--- src/rtl/sci_pkg.sv ---
// Shared types and constants for the sphere collision impulse block.
package sci_pkg;

  localparam int unsigned DATA_WIDTH_DEF = 32;
  localparam int unsigned ELAST_W        = 15;
  localparam int unsigned FORCE_W        = 48;
  localparam int unsigned FMAG_W         = 47;
  localparam int unsigned K_W            = 17;
  localparam int unsigned K_ONE          = 32768;
  localparam int unsigned JMAG_W         = 63;
  localparam int unsigned FRAC_W         = 16;
  localparam int unsigned NN_SHIFT       = 15;
  localparam int unsigned OP_W           = 2;
  localparam int unsigned OUT_USER_W     = 3;

  typedef enum logic [1:0] {
    OP_FIRST  = 2'd0,
    OP_SECOND = 2'd1,
    OP_PLANE  = 2'd2,
    OP_NONE   = 2'd3
  } op_e;

  typedef enum logic [1:0] {
    ST_OK      = 2'd0,
    ST_DEGEN   = 2'd1,
    ST_NOFIRST = 2'd2
  } status_e;

  typedef enum logic [3:0] {
    S_IDLE,
    S_NN,
    S_DOT,
    S_MU_MUL,
    S_MU_DIV,
    S_Q_MUL1,
    S_Q_MUL2,
    S_Q_DIV,
    S_F_MUL,
    S_OUT_A,
    S_OUT_B
  } state_e;

  typedef struct packed {
    logic start;
    logic div;
  } cmd_t;

endpackage

--- src/rtl/sci_muldiv.sv ---
// Shared iterative unit: shift-add multiplier and restoring divider.
module sci_muldiv #(
  parameter int unsigned PW = 116,
  parameter int unsigned BW = 82
) (
  input  logic          clk_i,
  input  logic          rst_ni,
  input  sci_pkg::cmd_t cmd_i,
  input  logic [PW-1:0] opa_i,
  input  logic [BW-1:0] opb_i,
  output logic          done_o,
  output logic [PW-1:0] res_o
);

  localparam int unsigned CW = $clog2(PW + 1);

  logic          busy_q, busy_d;
  logic          div_q, div_d;
  logic [PW-1:0] a_q, a_d;
  logic [BW-1:0] b_q, b_d;
  logic [PW-1:0] acc_q, acc_d;
  logic [BW-1:0] r_q, r_d;
  logic [CW-1:0] cnt_q, cnt_d;
  logic [BW:0]   r2, rsub;
  logic          ge;

  assign r2     = {r_q, a_q[PW-1]};
  assign ge     = r2 >= {1'b0, b_q};
  assign rsub   = r2 - {1'b0, b_q};
  assign done_o = busy_q && (div_q ? (cnt_q == '0) : (b_q == '0));
  assign res_o  = acc_q;

  always_comb begin
    busy_d = busy_q;
    div_d  = div_q;
    a_d    = a_q;
    b_d    = b_q;
    acc_d  = acc_q;
    r_d    = r_q;
    cnt_d  = cnt_q;
    if (cmd_i.start) begin
      busy_d = 1'b1;
      div_d  = cmd_i.div;
      a_d    = opa_i;
      b_d    = opb_i;
      acc_d  = '0;
      r_d    = '0;
      cnt_d  = CW'(PW);
    end else if (busy_q) begin
      if (done_o) begin
        busy_d = 1'b0;
      end else if (div_q) begin
        r_d   = ge ? rsub[BW-1:0] : r2[BW-1:0];
        acc_d = {acc_q[PW-2:0], ge};
        a_d   = {a_q[PW-2:0], 1'b0};
        cnt_d = cnt_q - 1'b1;
      end else begin
        if (b_q[0]) begin
          acc_d = acc_q + a_q;
        end
        a_d = {a_q[PW-2:0], 1'b0};
        b_d = {1'b0, b_q[BW-1:1]};
      end
    end
  end

  always_ff @(posedge clk_i or negedge rst_ni) begin
    if (!rst_ni) begin
      busy_q <= 1'b0;
    end else begin
      busy_q <= busy_d;
    end
  end

  always_ff @(posedge clk_i) begin
    div_q <= div_d;
    a_q   <= a_d;
    b_q   <= b_d;
    acc_q <= acc_d;
    r_q   <= r_d;
    cnt_q <= cnt_d;
  end

endmodule

--- src/rtl/sphere_collision_impulse.sv ---
// Sphere collision impulse unit, top level.
// Input stream: one body per transaction (op, velocity, position, mass,
// elasticity). op 0 stores sphere A, op 1 is sphere B and produces two
// force transactions (body A, tlast low, then body B, tlast high; one if
// no A is stored), op 2 (sphere against plane) produces one, op 3 is dropped.
// Output stream: force x/y/z in Q32.16, tuser carries target body and status.
// s_axis_tready_o is high only while the sequencer is idle; one item is
// worked at a time on a single shift-add multiplier / restoring divider.
// Work per item: a pair runs twelve multiplies and two divides on the
// PW-bit unit (PW = max(3*DATA_WIDTH+20, DATA_WIDTH+64)); a plane item
// runs three multiplies. A stored sphere update does not leave idle.
// A one-entry output register holds the result; while the receiver stalls
// the sequencer waits before loading the next result.
// Reset clears the stored-sphere valid flag, the sequencer and the output valid.
module sphere_collision_impulse #(
  parameter int unsigned DATA_WIDTH = sci_pkg::DATA_WIDTH_DEF
) (
  input  logic                   clk_i,
  input  logic                   rst_ni,
  input  logic                   s_axis_tvalid_i,
  output logic                   s_axis_tready_o,
  // op, vel_x, vel_y, vel_z, pos_x, pos_y, pos_z, mass, elasticity, zero pad
  input  logic [((7*DATA_WIDTH+24)/8)*8-1:0] s_axis_tdata_i,
  output logic                   m_axis_tvalid_o,
  input  logic                   m_axis_tready_i,
  // force_x, force_y, force_z
  output logic [3*sci_pkg::FORCE_W-1:0] m_axis_tdata_o,
  // target_body, status
  output logic [sci_pkg::OUT_USER_W-1:0] m_axis_tuser_o,
  output logic                   m_axis_tlast_o
);

  localparam int unsigned W   = DATA_WIDTH;
  localparam int unsigned NW  = W + 1;
  localparam int unsigned NNW = 2 * W + 2;
  localparam int unsigned PWA = 3 * W + 20;
  localparam int unsigned PWB = W + 64;
  localparam int unsigned PW  = (PWA > PWB) ? PWA : PWB;
  localparam int unsigned BWA = NNW + sci_pkg::NN_SHIFT;
  localparam int unsigned BW  = (BWA > 64) ? BWA : 64;
  localparam int unsigned SW  = sci_pkg::JMAG_W;
  localparam int unsigned FM  = sci_pkg::FMAG_W;
  localparam int unsigned FR  = sci_pkg::FRAC_W;
  localparam int unsigned EW  = sci_pkg::ELAST_W;
  localparam int unsigned KW  = sci_pkg::K_W;

  function automatic logic [sci_pkg::FORCE_W-1:0] fsigned(input logic [FM-1:0] mag,
                                                          input logic neg);
    logic [sci_pkg::FORCE_W-1:0] v;
    v = {1'b0, mag};
    return neg ? -v : v;
  endfunction

  sci_pkg::state_e state_q, state_d;
  sci_pkg::status_e st_q, st_d;
  sci_pkg::op_e    in_op;
  sci_pkg::cmd_t   cmd;

  logic signed [W-1:0] in_vel [3];
  logic signed [W-1:0] in_pos [3];
  logic [W-1:0]  in_mass;
  logic [EW-1:0] in_el;
  logic          s_acc, out_free, done, degen, dot_pos;
  logic [PW-1:0] opa, res;
  logic [BW-1:0] opb;
  logic [NNW-1:0] dot;

  logic signed [W-1:0] fv_q [3], fv_d [3];
  logic signed [W-1:0] fp_q [3], fp_d [3];
  logic [W-1:0]  fm_q, fm_d, mb_q, mb_d, mu_q, mu_d;
  logic [EW-1:0] fe_q, fe_d;
  logic          fvalid_q, fvalid_d;
  logic [NW-1:0] nabs_q [3], nabs_d [3], dvabs_q [3], dvabs_d [3];
  logic          nneg_q [3], nneg_d [3], dvneg_q [3], dvneg_d [3];
  logic          sa_q [3], sa_d [3];
  logic [FM-1:0] mag_q [3], mag_d [3];
  logic [NNW-1:0] nn_q, nn_d, dpos_q, dpos_d, dneg_q, dneg_d;
  logic [KW-1:0] k_q, k_d;
  logic [PW-1:0] tmp_q, tmp_d;
  logic [SW-1:0] s_q, s_d;
  logic          single_q, single_d, issued_q, issued_d;
  logic [1:0]    idx_q, idx_d;
  logic          ov_q, ov_d, olast_q, olast_d;
  logic [3*sci_pkg::FORCE_W-1:0] odata_q, odata_d;
  logic [sci_pkg::OUT_USER_W-1:0] ouser_q, ouser_d;

  assign in_op   = sci_pkg::op_e'(s_axis_tdata_i[sci_pkg::OP_W-1:0]);
  assign in_mass = s_axis_tdata_i[2+6*W +: W];
  assign in_el   = s_axis_tdata_i[2+7*W +: EW];
  for (genvar g = 0; g < 3; g++) begin : g_unpack
    assign in_vel[g] = s_axis_tdata_i[2+g*W +: W];
    assign in_pos[g] = s_axis_tdata_i[2+(3+g)*W +: W];
  end

  assign s_axis_tready_o = (state_q == sci_pkg::S_IDLE);
  assign s_acc           = s_axis_tvalid_i && s_axis_tready_o;
  assign out_free        = !ov_q || m_axis_tready_i;
  assign m_axis_tvalid_o = ov_q;
  assign m_axis_tdata_o  = odata_q;
  assign m_axis_tuser_o  = ouser_q;
  assign m_axis_tlast_o  = olast_q;

  assign degen   = (fm_q == '0) || (mb_q == '0) || (nn_q == '0);
  assign dot_pos = dpos_q > dneg_q;
  assign dot     = dot_pos ? (dpos_q - dneg_q) : (dneg_q - dpos_q);

  sci_muldiv #(.PW(PW), .BW(BW)) u_muldiv (
    .clk_i  (clk_i),
    .rst_ni (rst_ni),
    .cmd_i  (cmd),
    .opa_i  (opa),
    .opb_i  (opb),
    .done_o (done),
    .res_o  (res)
  );

  // operand select and start
  always_comb begin
    opa       = '0;
    opb       = '0;
    cmd.start = 1'b0;
    cmd.div   = 1'b0;
    case (state_q)
      sci_pkg::S_NN: begin
        opa = PW'(nabs_q[idx_q]);
        opb = BW'(nabs_q[idx_q]);
      end
      sci_pkg::S_DOT: begin
        opa = PW'(nabs_q[idx_q]);
        opb = BW'(dvabs_q[idx_q]);
      end
      sci_pkg::S_MU_MUL: begin
        opa = PW'(fm_q);
        opb = BW'(mb_q);
      end
      sci_pkg::S_MU_DIV: begin
        opa     = tmp_q;
        opb     = BW'({1'b0, fm_q} + {1'b0, mb_q});
        cmd.div = 1'b1;
      end
      sci_pkg::S_Q_MUL1: begin
        opa = PW'(dot);
        opb = BW'(k_q);
      end
      sci_pkg::S_Q_MUL2: begin
        opa = tmp_q;
        opb = BW'(mu_q);
      end
      sci_pkg::S_Q_DIV: begin
        opa     = tmp_q;
        opb     = BW'({nn_q, {sci_pkg::NN_SHIFT{1'b0}}});
        cmd.div = 1'b1;
      end
      sci_pkg::S_F_MUL: begin
        opa = PW'(s_q);
        opb = BW'(nabs_q[idx_q]);
      end
      default: begin
      end
    endcase
    cmd.start = !issued_q && (state_q inside {sci_pkg::S_NN, sci_pkg::S_DOT,
                sci_pkg::S_MU_MUL, sci_pkg::S_MU_DIV, sci_pkg::S_Q_MUL1,
                sci_pkg::S_Q_MUL2, sci_pkg::S_Q_DIV, sci_pkg::S_F_MUL});
  end

  // next state
  always_comb begin
    state_d = state_q;
    case (state_q)
      sci_pkg::S_IDLE: begin
        if (s_acc) begin
          case (in_op)
            sci_pkg::OP_SECOND: state_d = fvalid_q ? sci_pkg::S_NN : sci_pkg::S_OUT_A;
            sci_pkg::OP_PLANE:  state_d = sci_pkg::S_F_MUL;
            default:            state_d = sci_pkg::S_IDLE;
          endcase
        end
      end
      sci_pkg::S_NN:     if (done && idx_q == 2'd2) state_d = sci_pkg::S_DOT;
      sci_pkg::S_DOT: begin
        if (done && idx_q == 2'd2) state_d = degen ? sci_pkg::S_OUT_A : sci_pkg::S_MU_MUL;
      end
      sci_pkg::S_MU_MUL: if (done) state_d = sci_pkg::S_MU_DIV;
      sci_pkg::S_MU_DIV: if (done) state_d = sci_pkg::S_Q_MUL1;
      sci_pkg::S_Q_MUL1: if (done) state_d = sci_pkg::S_Q_MUL2;
      sci_pkg::S_Q_MUL2: if (done) state_d = sci_pkg::S_Q_DIV;
      sci_pkg::S_Q_DIV:  if (done) state_d = sci_pkg::S_F_MUL;
      sci_pkg::S_F_MUL:  if (done && idx_q == 2'd2) state_d = sci_pkg::S_OUT_A;
      sci_pkg::S_OUT_A: begin
        if (out_free) state_d = single_q ? sci_pkg::S_IDLE : sci_pkg::S_OUT_B;
      end
      sci_pkg::S_OUT_B:  if (out_free) state_d = sci_pkg::S_IDLE;
      default:           state_d = sci_pkg::S_IDLE;
    endcase
  end

  // datapath
  always_comb begin
    logic [NW-1:0] nf, df;
    fm_d = fm_q; mb_d = mb_q; mu_d = mu_q; fe_d = fe_q; fvalid_d = fvalid_q;
    nn_d = nn_q; dpos_d = dpos_q; dneg_d = dneg_q; k_d = k_q; tmp_d = tmp_q;
    s_d = s_q; st_d = st_q; single_d = single_q;
    ov_d = ov_q; olast_d = olast_q; odata_d = odata_q; ouser_d = ouser_q;
    issued_d = cmd.start ? 1'b1 : (done ? 1'b0 : issued_q);
    idx_d = idx_q;
    for (int i = 0; i < 3; i++) begin
      fv_d[i] = fv_q[i]; fp_d[i] = fp_q[i];
      nabs_d[i] = nabs_q[i]; nneg_d[i] = nneg_q[i];
      dvabs_d[i] = dvabs_q[i]; dvneg_d[i] = dvneg_q[i];
      sa_d[i] = sa_q[i]; mag_d[i] = mag_q[i];
    end
    if (done && (state_q inside {sci_pkg::S_NN, sci_pkg::S_DOT, sci_pkg::S_F_MUL})) begin
      idx_d = (idx_q == 2'd2) ? 2'd0 : idx_q + 2'd1;
    end
    if (ov_q && m_axis_tready_i) begin
      ov_d = 1'b0;
    end
    case (state_q)
      sci_pkg::S_IDLE: begin
        idx_d = 2'd0;
        if (s_acc) begin
          case (in_op)
            sci_pkg::OP_FIRST: begin
              for (int i = 0; i < 3; i++) begin
                fv_d[i] = in_vel[i];
                fp_d[i] = in_pos[i];
              end
              fm_d     = in_mass;
              fe_d     = in_el;
              fvalid_d = 1'b1;
            end
            sci_pkg::OP_SECOND: begin
              if (fvalid_q) begin
                fvalid_d = 1'b0;
                for (int i = 0; i < 3; i++) begin
                  nf = {fp_q[i][W-1], fp_q[i]} - {in_pos[i][W-1], in_pos[i]};
                  df = {fv_q[i][W-1], fv_q[i]} - {in_vel[i][W-1], in_vel[i]};
                  nneg_d[i]  = nf[NW-1];
                  nabs_d[i]  = nf[NW-1] ? -nf : nf;
                  dvneg_d[i] = df[NW-1];
                  dvabs_d[i] = df[NW-1] ? -df : df;
                end
                mb_d     = in_mass;
                k_d      = KW'(sci_pkg::K_ONE) + KW'(fe_q) + KW'(in_el);
                nn_d     = '0;
                dpos_d   = '0;
                dneg_d   = '0;
                st_d     = sci_pkg::ST_OK;
                single_d = 1'b0;
              end else begin
                for (int i = 0; i < 3; i++) begin
                  mag_d[i] = '0;
                  sa_d[i]  = 1'b0;
                end
                st_d     = sci_pkg::ST_NOFIRST;
                single_d = 1'b1;
              end
            end
            sci_pkg::OP_PLANE: begin
              for (int i = 0; i < 3; i++) begin
                nf        = {in_vel[i][W-1], in_vel[i]};
                nabs_d[i] = nf[NW-1] ? -nf : nf;
                sa_d[i]   = !in_vel[i][W-1] && (in_vel[i] != '0);
              end
              s_d      = SW'(in_mass);
              st_d     = (in_mass == '0) ? sci_pkg::ST_DEGEN : sci_pkg::ST_OK;
              single_d = 1'b1;
            end
            default: begin
            end
          endcase
        end
      end
      sci_pkg::S_NN: if (done) nn_d = nn_q + res[NNW-1:0];
      sci_pkg::S_DOT: begin
        if (done) begin
          if (nneg_q[idx_q] ^ dvneg_q[idx_q]) dneg_d = dneg_q + res[NNW-1:0];
          else dpos_d = dpos_q + res[NNW-1:0];
          if (idx_q == 2'd2 && degen) begin
            for (int i = 0; i < 3; i++) begin
              mag_d[i] = '0;
              sa_d[i]  = 1'b0;
            end
            st_d = sci_pkg::ST_DEGEN;
          end
        end
      end
      sci_pkg::S_MU_MUL: if (done) tmp_d = res;
      sci_pkg::S_MU_DIV: if (done) mu_d = res[W-1:0];
      sci_pkg::S_Q_MUL1: if (done) tmp_d = res;
      sci_pkg::S_Q_MUL2: if (done) tmp_d = res;
      sci_pkg::S_Q_DIV: begin
        if (done) begin
          s_d = (res[PW-1:SW] != '0) ? {SW{1'b1}} : res[SW-1:0];
          for (int i = 0; i < 3; i++) begin
            sa_d[i] = nneg_q[i] ^ dot_pos;
          end
        end
      end
      sci_pkg::S_F_MUL: begin
        if (done) begin
          mag_d[idx_q] = (res[PW-1:FR+FM] != '0) ? {FM{1'b1}} : res[FR+FM-1:FR];
        end
      end
      sci_pkg::S_OUT_A: begin
        if (out_free) begin
          ov_d    = 1'b1;
          odata_d = {fsigned(mag_q[2], sa_q[2]), fsigned(mag_q[1], sa_q[1]),
                     fsigned(mag_q[0], sa_q[0])};
          ouser_d = {st_q, 1'b0};
          olast_d = single_q;
        end
      end
      sci_pkg::S_OUT_B: begin
        if (out_free) begin
          ov_d    = 1'b1;
          odata_d = {fsigned(mag_q[2], !sa_q[2]), fsigned(mag_q[1], !sa_q[1]),
                     fsigned(mag_q[0], !sa_q[0])};
          ouser_d = {st_q, 1'b1};
          olast_d = 1'b1;
        end
      end
      default: begin
      end
    endcase
  end

  always_ff @(posedge clk_i or negedge rst_ni) begin
    if (!rst_ni) begin
      state_q  <= sci_pkg::S_IDLE;
      fvalid_q <= 1'b0;
      issued_q <= 1'b0;
      idx_q    <= 2'd0;
      ov_q     <= 1'b0;
    end else begin
      state_q  <= state_d;
      fvalid_q <= fvalid_d;
      issued_q <= issued_d;
      idx_q    <= idx_d;
      ov_q     <= ov_d;
    end
  end

  always_ff @(posedge clk_i) begin
    fm_q <= fm_d; mb_q <= mb_d; mu_q <= mu_d; fe_q <= fe_d;
    nn_q <= nn_d; dpos_q <= dpos_d; dneg_q <= dneg_d; k_q <= k_d;
    tmp_q <= tmp_d; s_q <= s_d; st_q <= st_d; single_q <= single_d;
    olast_q <= olast_d; odata_q <= odata_d; ouser_q <= ouser_d;
    for (int i = 0; i < 3; i++) begin
      fv_q[i] <= fv_d[i]; fp_q[i] <= fp_d[i];
      nabs_q[i] <= nabs_d[i]; nneg_q[i] <= nneg_d[i];
      dvabs_q[i] <= dvabs_d[i]; dvneg_q[i] <= dvneg_d[i];
      sa_q[i] <= sa_d[i]; mag_q[i] <= mag_d[i];
    end
  end

endmodule

--- config.mk ---
export PLATFORM = sky130hd
export DESIGN_NAME = sphere_collision_impulse
export DESIGN_NICKNAME = d
export VERILOG_FILES = /design/src/rtl/sci_pkg.sv /design/src/rtl/sci_muldiv.sv /design/src/rtl/sphere_collision_impulse.sv
export SDC_FILE = /design/constraint.sdc
export NUM_CORES = 2
export LEC_CHECK = 0
export BUFFER_PORTS_ARGS = -buffer_cell sky130_fd_sc_hd__buf_2
export CORE_AREA = 4 4 542 544
export DETAILED_ROUTE_END_ITERATION = 8
export DIE_AREA = 0 0 546 548
export PLACE_DENSITY = 0.62
export SKIP_CTS_REPAIR_TIMING = 1
export SYNTH_ARGS = -nofsm -noshare
export SYNTH_HDL_FRONTEND = slang
export SYNTH_SLANG_ARGS = --single-unit
--- constraint.sdc ---
create_clock -name clk_i -period 23 [get_ports clk_i]
set_clock_uncertainty 0.2 [all_clocks]
set_input_delay 4.6 -clock clk_i [delete_from_list [all_inputs] [get_ports clk_i]]
set_output_delay 4.6 -clock clk_i [all_outputs]
set_load 0.05 [all_outputs]
==> out/summary.txt <==
Status -> completed
Relative slew slack -> 0.0836
Setup TNS -> 0 ns
Synth Area in Compound Gates -> 0.226
Post-Syn Area per Cell -> 9.04 µm²
Area leader, netlist -> edfxtp_1
Root Driver -> clkbuf_16
Slowest CP cell -> o21a_1
Max-cap violation count -> 0
Cell row count -> 198
Area share of fa/ha/maj cells after synthesis -> 0.0871
Max VDD drop -> 0.000120 V
Finished Layout Cells -> 16.9k
Worst path max stage delay -> 0.80 ns
Synth Net Count -> 13.8k
Most common cell after layout, fill and taps aside -> edfxtp_1
CTS sink count -> 1608
RSZ-0062 raised after global routing -> false
Total leakage power -> 50.0 nW
Routed WL -> 400 mm
Buffers and inverters on the worst path -> 3
Number of cells on the worst hold path -> 0
Cells after Synth -> 12.7k
WS Path Type -> primary input to register
Sequential share of the synthesized area -> 0.401
CP startpoint kind -> primary input
Gr ovfl total -> 0
Fin. Hold Viols -> 0
First-pass GRT wire length -> 591 mm
Die Y-Extent -> 548 µm
Clock Tree Buf Depth -> 4
Vias -> 99.0k
Placed Area -> 121000 µm²
Residual DRC -> 0
Simple-gate share of the synthesized area -> 0.150
Post-synth top area share -> 0.363
Mapped cell area -> 115000 µm²
Largest cells by area after synthesis -> edfxtp_1 36%, ha_1 8.4%, a21oi_1 5.2%
Fin crit share -> 0.370
Post-route antenna net violation count -> 0
Crit Path Max Fanout -> 28
Largest net degree at the start of global routing -> 125
Vias per cell -> 5.87
Area Growth Syn to Fin -> 11.1%
Fmax achieved -> 0.118 GHz
Worst Tran Pin Value -> 1.34 ns
Slew Limit Fails -> 0
Die X -> 546 µm
CP Depth -> 16
Cell area after layout -> 128000 µm²
Xor and xnor fraction of the mapped netlist area -> 0.0758
Worst Path Required -> 23.37 ns
FFs w/ async S/R, synth -> 0.00622
First DRT Iteration DRCs -> 9701
Crit-path cells -> buf_2 > ha_1 > inv_1 > fa_1 > a21oi_1 > o22ai_1 > o31ai_2 > o21ai_1 > a31o_2 > a31oi_1 > a21oi_1 > o21a_1 > clkinv_1 > and2_1 > a211oi_1 > a21oi_1
Dpl cells -> 16.5k
Drt first pass iters -> 9
Yosys reg bits -> 1608
CP arrival -> 8.87 ns
GRT Total Usage -> 0.255
Global placement routability congestion -> 0.986
Ys Warns -> 0
Initial core utilization -> 0.398
Layout cells sized above 1 -> 0.0779
DP HPWL -> 306 mm
Worst skew pair latency -> 0.89 ns
Pwr per Cell Area -> 143 nW/µm²
Multiplexer area fraction after synthesis -> 0.0166
Vias in the first global route -> 93.1k
H-Tree Depth -> 4
Reg clk slew, reported paths -> 0.06 ns
Main combinational cell family by area after synthesis -> compound AO/OA/AOI/OAI gates
Worst hold path type -> register to register
Main flop type after synthesis -> edfxtp_1
I/O Buffers -> 394
Yosys cell types -> 102
CTS tree -> done
# nets final -> 13.9k
EDFF count, synth -> 1394
CTS Buf Count -> 195
Crit path time final -> 8.50 ns
Setup violators final -> 0
Full die area -> 299000 µm²
Most frequent CP cell -> a21oi_1
Core area -> 290000 µm²
Setup crit end kind -> register
WL/cell -> 23.7 µm
Commonest non-fill, non-tap cells in the layout -> 1394 x edfxtp_1, 1265 x nor2_1, 1188 x a21oi_1
Worst Reg2Reg Path Length in Cells -> 10
CP top delay family -> compound AO/OA/AOI/OAI gates
Ports -> 402
Initial antenna violation count -> 109
layer usage:
layer | vias to the layer above | wire (µm) | GRT usage
li1 | 47500 | - | -
met1 | 47000 | 165000 | 0.324
met2 | 3554 | 179000 | 0.406
met3 | 904 | 31700 | 0.0550
met4 | 76 | 24400 | 0.137
met5 | - | 550 | 0
cell families (layout without fill, tap and decap cells):
kind of cell | count (synthesis) | after routing
buffers and inverters | 1340 | 1618
AND/OR/NAND/NOR | 3718 | 3718
other | 0 | 56
XOR/XNOR | 998 | 998
flip-flops | 1608 | 1608
multiplexers | 190 | 190
adder cells (fa/ha/maj) | 793 | 793
AO/OA/AOI/OAI | 4097 | 4097
path summary, 6_finish.rpt:
path                                      to           startpoint  slack [ns]
min                        m_axis_tuser_o[2]              st_q[1]        0.22
max                             nabs_q[1][1]  s_axis_tdata_i[130]       14.50
max in group asynchronous           idx_q[1]               rst_ni       18.60
min in group asynchronous         state_q[2]               rst_ni        3.51
min reg2reg                m_axis_tuser_o[2]              st_q[1]        0.22
max reg2reg                     mag_q[0][35]     u_muldiv.b_q[13]       16.53
registers in the layout, indices dropped and copies added, names as in the netlist, 96 cells and up:
register / cells
fv_q: 96
tmp_q: 116
fp_q: 96
m_axis_tdata_o: 144
u_muldiv.a_q: 116
u_muldiv.res_o: 116
mag_q: 141
dvabs_q: 99
nabs_q: 99
area by class of cell:
cell class,count,area (µm²)
diodes,56,140
clock buffers,236,5190
clock inverters,123,1540
fillers,28400,162000
inverters,699,2630
multi-input cells,9796,64300
flip-flops and latches,1608,46200
well taps,3800,4750
repair buffers,560,3240
Yosys cell counts, drive strengths merged, types with 110 or more instances:
master / n
xnor2: 627
nand3: 281
o21ai: 946
o21bai: 151
o21a: 122
a31oi: 131
ha: 778
clkbuf: 579
nor3: 209
nand4: 211
a211oi: 280
dfxtp: 204
inv: 693
nand2: 981
nor2: 1284
nor2b: 110
edfxtp: 1394
xor2: 371
mux2i: 183
nor4: 133
a21oi: 1195
a21o: 444
through the flow:
stage | hold WS (ns) | worst slack (ns) | power, W | utilization
after floorplan | 0.200 | 1.48 | 0.0122 | -
after global placement | 0.205 | 13.67 | 0.0148 | 0.418
after detailed placement | 0.207 | 13.63 | 0.0148 | 0.418
after CTS | 0.223 | 14.52 | 0.0182 | 0.442
after global routing | 0.239 | 14.11 | 0.0194 | 0.442
final | 0.216 | 14.50 | 0.0183 | 0.442
report_power, final:
part	internal (W)	switching (W)	total [W]
clock	0.00195	0.00133	0.00328
combinational	0.00344	0.00645	0.00989
sequential	0.00439	0.000705	0.00510
worst reg2reg max path: stages, from the launching register on:
cell       delay [ns]
edfxtp_1         0.42
nor4_1           0.59
nand4_1          0.28
nor4_1           0.46
a41oi_1          0.32
nor3_1           1.10
a21oi_1          0.22
a2111oi_2        0.45
buf_4            0.36
buf_4            0.77
buf_4            0.85
No activity file was read; power rests on OpenSTA's default activity.
